--- src/hdl/ggx_sqrt_pipe.sv ---
module ggx_sqrt_pipe #(
    parameter int W = 62
) (
    input  logic             clk,
    input  logic [W-1:0]     x,
    output logic [W/2-1:0]   root
);

    localparam int RW = W / 2;

    logic [RW:0]   rem_reg  [RW];
    logic [RW-1:0] root_reg [RW];
    logic [W-1:0]  x_reg    [RW];

    // one result bit per stage, digit by digit
    for (genvar k = 0; k < RW; k++)
    begin : g_step
        logic [RW:0]   rem_in;
        logic [RW-1:0] root_in;
        logic [W-1:0]  x_in;
        logic [RW+2:0] acc;
        logic [RW+2:0] trial;
        logic          take;

        if (k == 0)
        begin : g_first
            assign rem_in  = '0;
            assign root_in = '0;
            assign x_in    = x;
        end
        else
        begin : g_next
            assign rem_in  = rem_reg[k-1];
            assign root_in = root_reg[k-1];
            assign x_in    = x_reg[k-1];
        end

        always_comb
        begin
            acc   = {rem_in, x_in[W-1:W-2]};
            trial = {1'b0, root_in, 2'b01};
            take  = (acc >= trial);
        end

        always_ff @(posedge clk)
        begin
            rem_reg[k]  <= take ? (RW+1)'(acc - trial) : acc[RW:0];
            root_reg[k] <= {root_in[RW-2:0], take};
            x_reg[k]    <= {x_in[W-3:0], 2'b00};
        end
    end

    assign root = root_reg[RW-1];

endmodule

--- config.mk ---
export PLATFORM = sky130hd
export DESIGN_NAME = ggx_sqrt_pipe
export DESIGN_NICKNAME = d
export VERILOG_FILES = /design/src/hdl/ggx_sqrt_pipe.sv
export SDC_FILE = /design/constraint.sdc
export NUM_CORES = 2
export LEC_CHECK = 0
export BUFFER_PORTS_ARGS = -buffer_cell sky130_fd_sc_hd__buf_4
export CAP_MARGIN = 15
export CORE_MARGIN = 10
export CORE_UTILIZATION = 25
export CTS_BUF_LIST = sky130_fd_sc_hd__clkbuf_8
export DETAILED_ROUTE_END_ITERATION = 8
export PLACE_DENSITY = 0.48
export SETUP_SLACK_MARGIN = 0.4
export SYNTH_ARGS = -nofsm -noshare
export SYNTH_HDL_FRONTEND = slang
export SYNTH_SLANG_ARGS = --single-unit
--- constraint.sdc ---
create_clock -name clk -period 3.52 [get_ports clk]
set_input_delay 0.88 -clock clk [delete_from_list [all_inputs] [get_ports clk]]
set_output_delay 0.88 -clock clk [all_outputs]
set_load 0.05 [all_outputs]
## After elaboration in Yosys (flattened, before gate mapping)

Memories as Yosys holds them, arrays and structs flattened.
Cells that the tools add are included.

- Output and inout port bits: 31
- ROM bits: 0
- Memories kept: 3
- Latch bits: 0
- Bits in registers: 0
- RAM bits: 3,813

- Div/mod/pow operators: 0
- $add $sub $neg: 31
- $lt $le $gt $ge: 31
- Reductions and logical operators: 0
- $mul: 0
- Mux-type cells: 31
- Equality and inequality tests: 0
- Shift operators: 0
- Bitwise logic cells: 0

Memories:

| name | depth | bits a word | rd ports | clocked after Yosys merged registers in | wr ports | line | text |
|---|---|---|---|---|---|---|---|
| x_reg | 31 | 60 | 30 | 0 | 31 | 13 | `logic [W-1:0] x_reg [RW];` |
| rem_reg | 31 | 32 | 30 | 0 | 31 | 11 | `logic [RW:0] rem_reg [RW];` |
| root_reg | 31 | 31 | 31 | 0 | 31 | 12 | `logic [RW-1:0] root_reg [RW];` |

Operators with widths:

| operator | count |
|---|---|
| greater-or-equal comparator 34 x 33 -> 1 bit | 30 |
| two-way mux 32 bit | 31 |
| subtractor 32 bit | 30 |
| subtractor 2 x 1 -> 3 bit, second input constant | 1 |
| greater-or-equal comparator 2 x 1 -> 1 bit, second input constant | 1 |

## Depth between registers and ports, before layout

An unclocked memory read counts as a cell.

- Word-level depth: 3
- Gate-level depth with buffers: 15
- Gate-level depth less buffers: 13

## Least setup slack after synthesis

No wires, ideal clock.

- Path type: reg-to-reg
- From: mem root_reg[6][38] (netlist bit)
- To: mem rem_reg[1][327] (netlist bit)
- Stages on the path, launching flop included: 14
- Period minus slack after synthesis: 3.056 ns
- Path buffers: 2
- Setup slack: 0.464 ns
- Setup time: 0.087 ns
- Arrival: 2.969 ns
- Cell sequence: dfxtp_1 inv_1 ha_1 a211oi_1 nor2_1 o41a_1 a21oi_1 o21ai_0 or4_1 a21oi_1 clkbuf_1 clkbuf_1 nand2_1 o31ai_1

RTL lines:

| item | line |
|---|---|
| from (decl) | 12 |
| to (decl) | 11 |

==> results.py <==
metrics = {
    "finish": {
        "multi_input_area_mm2": 0.0368,
        "instances_no_fill": 13800,
        "seq_area_mm2": 0.0469,
        "syn2layout_area_growth_pct": 20.6,
        "final_nets": 9568,
        "drive_gt1_frac": 0.128,
        "largest_reg_flops": 930,
        "fillers": 35100,
    },
    "power": {
        "vdd_ir_drop_max_mv": 0.393,
        "total_power_mw": 72.3,
        "p_per_area_mw_per_mm2": 702,
        "p_leak_nw": 47.1,
    },
    "grt": {
        "grt_pass1_vias": 59300,
        "grt_usage": 0.102,
        "grt_max_degree": 52,
        "antenna_found_initial": 8,
        "grt_pass1_wl_um": 311000,
        "grt_overflow": 0,
    },
    "drt": {
        "drt_first_pass_iters": 6,
        "ant_nets": 0,
        "wl_per_cell_um": 14.1,
        "via_per_inst": 4.29,
        "vias": 59300,
        "drcViolationCount": 0,
        "routed_wl_um": 195000,
        "drt-initial-drc-count": 3293,
    },
    "timing": {
        "setup_slack_ns": 0.453,
        "rsz0062_at_grt": "yes",
        "fin_worst_skew_ns": 0.124,
        "drv_slew": 0,
        "finalHoldViolCount": 0,
        "relSlewSlack": 0.492,
        "tightestPinTransition_ns": 0.755,
        "fmax_ghz": 0.326,
        "period_minus_slack_ns": 3.07,
        "finalSetupViolations": 0,
        "min_period_over_period": 0.871,
    },
    "clock_tree": {
        "cts.clk_slew.worst_paths_ns": 0.06,
        "cts_sinks": 2340,
        "numCtsBuffers": 392,
        "root_buffer": "clkbuf_8",
        "cts_tree": "yes",
        "clock_latency_ns": 1.07,
        "clock_path_buffers": 4,
        "ctsHtreeMaxLevel": 5,
    },
    "synthesis": {
        "synthArstFlopShare": 0,
        "synth_common_cells": "2340 x dfxtp_1, 629 x inv_1, 628 x nand2_1, 548 x nor2_1, 532 x a21oi_1",
        "seq_area_frac_synth": 0.549,
        "yosysTopAreaCellShare": 0.549,
        "ys_types": 96,
        "syn_area_per_cell_um2": 10.1,
        "synth-seq-cells": 2340,
        "ys_warn_count": 0,
        "syn_nets": 9012,
        "syn_inst": 8421,
        "synth_most_common_cell": "dfxtp_1",
        "ys_top_cells_by_area": "dfxtp_1 55%, ha_1 7.7%, xnor2_1 4.4%, xor2_1 3.5%, a21oi_1 3.1%",
        "synth_top_flop_cell": "dfxtp_1",
        "synth-edff-count": 0,
        "mappedNetlistArea_mm2": 0.0854,
        "yosys.area.top_type": "dfxtp_1",
    },
    "place": {
        "gp_congestion": 0.849,
        "numPortBuffers": 93,
        "dp.cells": 13000,
        "dp_slack_ns": 0.0321,
        "dp_hpwl_um": 144000,
    },
    "run_status": {
        "outcome": "complete, no violations",
    },
    "worst_hold_path": {
        "min-delay-start": "x_reg[10][57]",
        "hold_path.class": "reg2reg",
    },
    "setup_path": {
        "worstPathRequired_ns": 4.40,
        "crit_type": "reg2reg",
        "startpoint": "root_reg[5][102]",
        "critPathCaptureType": "register",
        "critPathLaunchType": "register",
        "timing.rr.start": "root_reg[5][102]",
        "crit_arrival_ns": 3.95,
        "crit_fanout": 26,
    },
    "die": {
        "fp-row-count": 214,
        "start_util": 0.251,
        "die_x_um": 604,
        "core_mm2": 0.340,
        "io-pin-count": 94,
        "die_area_mm2": 0.365,
        "die_y_um": 604,
    },
    "flow_run": {
        "cap_violations": 0,
    },
}
[through the flow]
step / cell area, um2 / utilization / TNS (ns) / hold slack [ns]
2_1_floorplan: 85400 / - / 0 / 0.310
3_3_place_gp: 92100 / 0.271 / -0.124 / 0.310
3_5_place_dp: 92100 / 0.271 / 0 / 0.312
4_1_cts: 102000 / 0.299 / 0 / 0.237
5_1_grt: 103000 / 0.303 / 0 / 0.231
6_report: 103000 / 0.303 / 0 / 0.256
[critical path: stages, from the launching register on]
cell	delay [ns]
dfxtp_1	0.44
inv_1	0.07
ha_1	0.36
and3_1	0.27
and4_1	0.28
o311ai_1	0.17
o211ai_1	0.21
nand3_1	0.15
a21oi_2	0.26
nor2_4	0.10
buf_12	0.17
o21ai_0	0.38
[cells by family (layout without fill, tap and decap cells)]
family	count (synthesis)	in the layout	share of synthesized area
flops	2340	2340	0.549
mux	66	66	0.00854
other cells	1	4	0.0000439
buf+inv	792	1663	0.0350
simple gates	2208	2208	0.127
compound gates	1716	1716	0.124
fa+ha+maj	528	528	0.0774
xor+xnor	770	770	0.0790
[layout by cell type, fill, tap and decap left out, types with 233 or more instances in the layout]
master and instances:
o21ai_0 432, a21oi_1 511, inv_1 733, xnor2_1 428
dfxtp_1 2327, ha_1 505, nand2_1 625, clkbuf_8 500
nor2_1 546, xor2_1 340, buf_4 233
[timing repair]
action | CTS | global route
cloned | 0 | 4
hold endpoints to repair | 63 | 0
pin swaps | 9 | 51
setup endpoints to repair | 166 | 388
buffers inserted | 9 | 53
gates resized for setup | 64 | 218
hold buffers | 63 | 0
[layout make-up]
type,count,area share
antenna,3,0.0000729
clock buffer,499,0.0667
multi-input combinational,5289,0.358
tap,4536,0.0551
timing repair buffer,322,0.0273
inverter,632,0.0231
clock inverter,210,0.0150
sequential,2340,0.455
[layer usage]
layer,routed length [um],up-vias,global-route usage
li1,-,30000,-
met1,91600,27500,0.133
met2,87400,1293,0.164
met3,9110,454,0.0196
met4,7220,4,0.0407
met5,20,-,0
[where the power goes]
group          internal [mW]  switching, mW  total (mW)
Combinational           5.74           6.90        12.6
Sequential              31.0           3.61        34.6
Clock                   14.0           11.1        25.1
Total                   50.7           21.6        72.3
[final timing paths]
check	endpoint	slack, ns	cells after the start
worst max-delay path	rem_reg[1][268]	0.45	11
worst min-delay path	x_reg[10][119]	0.26	0
worst max register to register	rem_reg[1][268]	0.45	11
worst min register to register	x_reg[10][119]	0.26	0
Power figures use the tool's default switching activity.
