File: src/hdl/ggx_div_pipe.sv
module ggx_div_pipe #(
    parameter int DW = 31,
    parameter int QW = 30
) (
    input  logic          clk,
    input  logic [DW-1:0] hi,
    input  logic [QW-1:0] lo,
    input  logic [DW-1:0] divisor,
    output logic [QW-1:0] quot
);

    logic [DW-1:0] rem_reg [QW];
    logic [QW-1:0] lo_reg  [QW];
    logic [DW-1:0] dv_reg  [QW];
    logic [QW-1:0] q_reg   [QW];

    // restoring div, a quotient bit per stage; user keeps hi < divisor, unchecked
    for (genvar k = 0; k < QW; k++)
    begin : g_step
        logic [DW-1:0] rem_in;
        logic [QW-1:0] lo_in;
        logic [DW-1:0] dv_in;
        logic [QW-1:0] q_in;
        logic [DW:0]   acc;
        logic          take;

        if (k == 0)
        begin : g_first
            assign rem_in = hi;
            assign lo_in  = lo;
            assign dv_in  = divisor;
            assign q_in   = '0;
        end
        else
        begin : g_next
            assign rem_in = rem_reg[k-1];
            assign lo_in  = lo_reg[k-1];
            assign dv_in  = dv_reg[k-1];
            assign q_in   = q_reg[k-1];
        end

        always_comb
        begin
            acc  = {rem_in, lo_in[QW-1]};
            take = (acc >= {1'b0, dv_in});
        end

        always_ff @(posedge clk)
        begin
            rem_reg[k] <= take ? DW'(acc - {1'b0, dv_in}) : acc[DW-1:0];
            lo_reg[k]  <= lo_in << 1;
            dv_reg[k]  <= dv_in;
            q_reg[k]   <= {q_in[QW-2:0], take};
        end
    end

    assign quot = q_reg[QW-1];

endmodule

File: config.mk
export PLATFORM = sky130hd
export DESIGN_NAME = ggx_div_pipe
export DESIGN_NICKNAME = d
export VERILOG_FILES = /design/src/hdl/ggx_div_pipe.sv
export SDC_FILE = /design/constraint.sdc
export NUM_CORES = 2
export LEC_CHECK = 0
export BUFFER_PORTS_ARGS = -buffer_cell sky130_fd_sc_hd__buf_2
export CELL_PAD_IN_SITES_DETAIL_PLACEMENT = 1
export CELL_PAD_IN_SITES_GLOBAL_PLACEMENT = 2
export CORE_MARGIN = 4
export CORE_UTILIZATION = 37
export CTS_CLUSTER_DIAMETER = 150
export DETAILED_ROUTE_END_ITERATION = 16
export PLACE_DENSITY_LB_ADDON = 0.12
export SYNTH_ARGS = -nofsm -noshare
export SYNTH_HDL_FRONTEND = slang
export SYNTH_SLANG_ARGS = --single-unit
export TNS_END_PERCENT = 50
File: constraint.sdc
create_clock -name clk -period 3.9 [get_ports clk]
set_input_delay 0.78 -clock clk [delete_from_list [all_inputs] [get_ports clk]]
set_output_delay 0.78 -clock clk [all_outputs]
set_load 0.005 [all_outputs]
Yosys cells after proc, flatten, opt, wreduce, memory -nomap -nowiden
Memory sizes are Yosys's and may differ from the RTL's.
Cells that the tools add are included.
{ "classes": {"add_sub_neg": 30, "order_cmp": 30, "n_mux": 30} }
{ "op_table": {"columns": ["cell", "n"], "rows": [
  ["$ge 32x31->1", 30],
  ["$mux 31", 30],
  ["$sub 31x31->31", 30]
]} }
{ "totals": {"register_bits": 0, "ram_bits": 3630, "inputBits": 93, "output_inout_bits": 30, "elab_cells": 94, "n_memories": 4} }
{ "mem_list": {"columns": ["memory", "words", "word_bits", "rd", "rd_clocked_by_memory_dff", "wr", "line", "rtl"], "rows": [
  ["dv_reg", 30, 31, 29, 0, 30, "14", "logic [DW-1:0] dv_reg [QW];"],
  ["rem_reg", 30, 31, 29, 0, 30, "12", "logic [DW-1:0] rem_reg [QW];"],
  ["q_reg", 30, 30, 30, 0, 30, "15", "logic [QW-1:0] q_reg [QW];"],
  ["lo_reg", 30, 29, 29, 0, 30, "13", "logic [QW-1:0] lo_reg [QW];"]
]} }

Longest topological paths before layout
An unclocked memory read counts as a cell.
{ "logic_depth": {"word_depth": 3, "mapped_depth": 16, "mapped_depth_nobuf": 14} }

Least setup slack after synthesis
OpenSTA, ideal clock, no wires.
{ "synth_path": {"kind": "input to register", "start": "input lo[29]", "end": "memory rem_reg[0][23]", "t_arrival_ps": 3641, "required_time_ps": 3779, "setup_slack_ps": 138, "cell_stages": 14, "n_path_buf": 1, "cell_sequence": "inv_1 ha_1 fa_1 nor2b_1 o21ai_0 a21oi_1 o211ai_1 o21ai_1 nor2b_1 or2_1 nor3_1 o41ai_4 buf_2 mux2_2"} }
{ "synth_lines": {"columns": ["item", "line", "rtl"], "rows": [
  ["start, declared", "7", "input logic [QW-1:0] lo,"],
  ["end, declared", "12", null]
]} }

==> metrics.md <==
| Metric | Value |
|---|---|
| CP Cell Sequence | `inv_1 -> ha_1 -> fa_1 -> nor2b_1 -> o21ai_2 -> a21o_1 -> a31oi_4 -> a311oi_4 -> nor2_1 -> or4b_1 -> a21boi_2 -> o211ai_1 -> a21oi_4 -> buf_12 -> clkbuf_16 -> mux2_2` |
| Worst-margin pin slew | `0.785 ns` |
| DR pass1 iterations | `7` |
| Level count of the clock H-tree | `5` |
| Grt met1 use | `21.1%` |
| Critical Path Fanout Max | `15` |
| Data required, critical path | `4.66 ns` |
| Final period util | `96.6%` |
| Die Span X | `555 um` |
| I/O pin total | `123` |
| Syn. warnings | `0` |
| Min setup slack post-route | `0.132 ns` |
| Full die area | `0.308 sq mm` |
| Crit start category | `flop` |
| DR vias | `78000` |
| Max_cap viols | `0` |
| Finished layout cell area | `0.129 sq mm` |
| Final clock skew | `0.0411 ns` |
| Grt peak-use layer | `met2` |
| Power consumption | `0.128 W` |
| Residual DRC | `0` |
| Final setup fails | `0` |
| Hold path start | `hi[29]` |
| Post-synthesis sequential area ratio | `48.8%` |
| Post-synth EDFFs | `0` |
| Port Buf Inserts | `122` |
| RR Startpoint | `lo_reg[9][57]$_DFF_P_` |
| Initial antenna violation count | `2` |
| Routability cong. | `0.832` |
| Core area | `0.297 sq mm` |
| Top FF cell, synth | `dfxtp_1` |
| Slew HR | `47.2%` |
| Detail Placement HPWL | `231000 um` |
| Syn Std Cell Area | `0.111 sq mm` |
| Grt met2 use | `36.0%` |
| VDD IR max | `0.475 mV` |
| TritonCTS Buffers | `304` |
| Critical path's top delay family | `compound AO/OA/AOI/OAI gates` |
| Crit-path max cell delay | `0.54 ns` |
| CTS root buffer | `clkbuf_16` |
| Fillers | `32900` |
| Place WS | `-0.177 ns` |
| Cell variety after synth | `90` |
| PwrDens | `994 mW/mm^2` |
| Largest net degree at the start of global routing | `55` |
| GR Util All Layers | `18.6%` |
| Syn Nets | `12200` |
| Leakage | `59.3 nW` |
| DP Area | `0.117 sq mm` |
| Worst skew pair latency | `0.90 ns` |
| Worst hold path type | `input port to flop` |
| Syn Area/Cell | `9.92 sq um` |
| CTS tree | `yes` |
| Clock period minus worst slack | `3.77 ns` |
| Die Height | `555 um` |
| Crit path DAT | `4.53 ns` |
| Grt ovf | `0` |
| Clk slew on worst S/H paths | `0.06 ns` |
| Final hold viol count | `0` |
| GR Layer Usage met3 | `1.94%` |
| First-pass GRT wire length | `463000 um` |
| Setup TNS Final | `0 ns` |
| Flops & latches, synth | `2698` |
| Final net count | `12700` |
| WP buf/inv | `3` |
| FF+latch area | `0.0540 sq mm` |
| Area delta synth->final | `16.3%` |
| First DRT Iteration DRCs | `2786` |
| FMAX | `265 MHz` |
| Final slew viol count | `0` |
| Num Clock Sinks | `2698` |
| Critical path type | `flop to flop` |
| Max clock buf depth | `4` |
| WL final | `293000 um` |
| Critical path origin | `lo_reg[9][57]$_DFF_P_` |
| Post-DRT Antenna Nets | `0` |
| Routed wire per std cell | `18.5 um` |
| Cells after Synth | `11200` |
| Status | `finished, final reports clean` |
| Layout cells sized above 1 | `10.9%` |
| Rows | `200` |
| Footprint of the multi-input gates | `0.0519 sq mm` |
| Worst-path cell with the longest stage delay | `or4b_1` |
| Initial Util | `37.2%` |
| Via density | `4.94` |
| Fraction of registers with async set or reset after synthesis | `0%` |
| Vias in the first global route | `83600` |
| Crit. End Element | `flop` |
per-stage QoR:
step                      hold WS (ns)  std cells  util [%]
final                            0.144      15800      43.3
after global routing            0.0853      15800      43.3
after CTS                       0.0359      15800      43.1
after detailed placement         0.313      15200      39.4
after global placement           0.310      15200      39.4
after floorplan                  0.310      11200         -
repair_timing:
action,in CTS,in global routing
gates resized for setup,4,40
buffers inserted,0,4
cloned,0,4
setup endpoints to repair,62,257
endpoints found under the hold margin,60,0
hold buffers,60,0
pin swaps,1,7
worst paths after layout:
check | endpoint | slack (ns) | cells after the start
worst max-delay path | rem_reg[10][27]$_DFF_P_ | 0.13 | 16
worst min-delay path | rem_reg[0][30]$_DFF_P_ | 0.14 | 2
worst max register to register | rem_reg[10][27]$_DFF_P_ | 0.13 | 16
worst min register to register | q_reg[15][11]$_DFF_P_ | 0.30 | 0
report_power, final:
part           internal, W  switching, W  total (W)
clock               0.0177        0.0119     0.0295
sequential          0.0361       0.00498     0.0411
combinational       0.0262        0.0311     0.0573
worst register-to-register path, delay by kind of cell, from the launching register on:
kind | cells | cell delay [ns]
compound gates | 7 | 1.43
simple gates | 3 | 0.72
buf+inv | 3 | 0.43
fa+ha+maj | 2 | 0.41
mux | 1 | 0.36
flops | 1 | 0.30
logic make-up after synthesis:
group	after synthesis	share of synthesized area (%)
compound gates	2800	16.0
xor+xnor	771	6.10
fa+ha+maj	959	11.0
buf+inv	1369	4.68
flops	2698	48.8
mux	427	4.31
simple gates	2131	9.08
Yosys cell counts, drive strengths merged (31+ instances only):
| master | instances | area [sq um] |
|---|---|---|
| and3 | 58 | 363 |
| a21oi | 896 | 4490 |
| a21boi | 34 | 255 |
| xnor2 | 469 | 4110 |
| and2 | 36 | 225 |
| buf | 41 | 196 |
| nand3 | 146 | 731 |
| or3 | 41 | 257 |
| a2111oi | 32 | 337 |
| a211oi | 65 | 488 |
| o21bai | 101 | 758 |
| mux2 | 396 | 4460 |
| ha | 930 | 11600 |
| o21ai | 626 | 3140 |
| nor3 | 95 | 475 |
| o21a | 115 | 863 |
| dfxtp | 2698 | 54000 |
| clkbuf | 174 | 653 |
| xor2 | 302 | 2650 |
| mux2i | 31 | 310 |
| nand2 | 617 | 2320 |
| nand2b | 108 | 676 |
| a31oi | 83 | 526 |
| inv | 1154 | 4330 |
| nor2 | 633 | 2380 |
| o211ai | 42 | 315 |
| o31ai | 48 | 370 |
| a21o | 524 | 3930 |
| nand4 | 152 | 951 |
| nor2b | 119 | 744 |
routing by layer:
layer	part of all wire (%)	vias to the layer above
li1	-	39300
met1	41	37500
met2	53	705
met3	2.2	486
met4	2.9	0
met5	0	-
layout by cell type, fill, tap and decap left out, types with 114 or more instances in the layout:
| cell type | Yosys | routed |
|---|---|---|
| o21a_1 | 115 | 114 |
| inv_1 | 1154 | 1154 |
| buf_2 | 34 | 122 |
| xor2_1 | 302 | 302 |
| mux2_2 | 357 | 357 |
| xnor2_1 | 469 | 469 |
| a21o_1 | 524 | 524 |
| nor2b_1 | 119 | 118 |
| ha_1 | 930 | 930 |
| nand4_1 | 152 | 152 |
| dfxtp_1 | 2698 | 2697 |
| nand3_1 | 146 | 145 |
| clkbuf_16 | 0 | 311 |
| a21oi_1 | 895 | 887 |
| buf_4 | 0 | 150 |
| nor2_1 | 633 | 632 |
| nand2_1 | 617 | 617 |
| o21ai_0 | 572 | 569 |
area by class of cell:
class / instances / share of cell area [%]
multi-input cells: 7089 / 40.3
well taps: 3939 / 3.83
clock inverters: 161 / 1.62
clock buffers: 390 / 6.54
diodes: 2 / 0.00389
repair buffers: 364 / 2.32
flip-flops and latches: 2698 / 42.0
inverters: 1154 / 3.37
(Power assumes the default switching activity.)
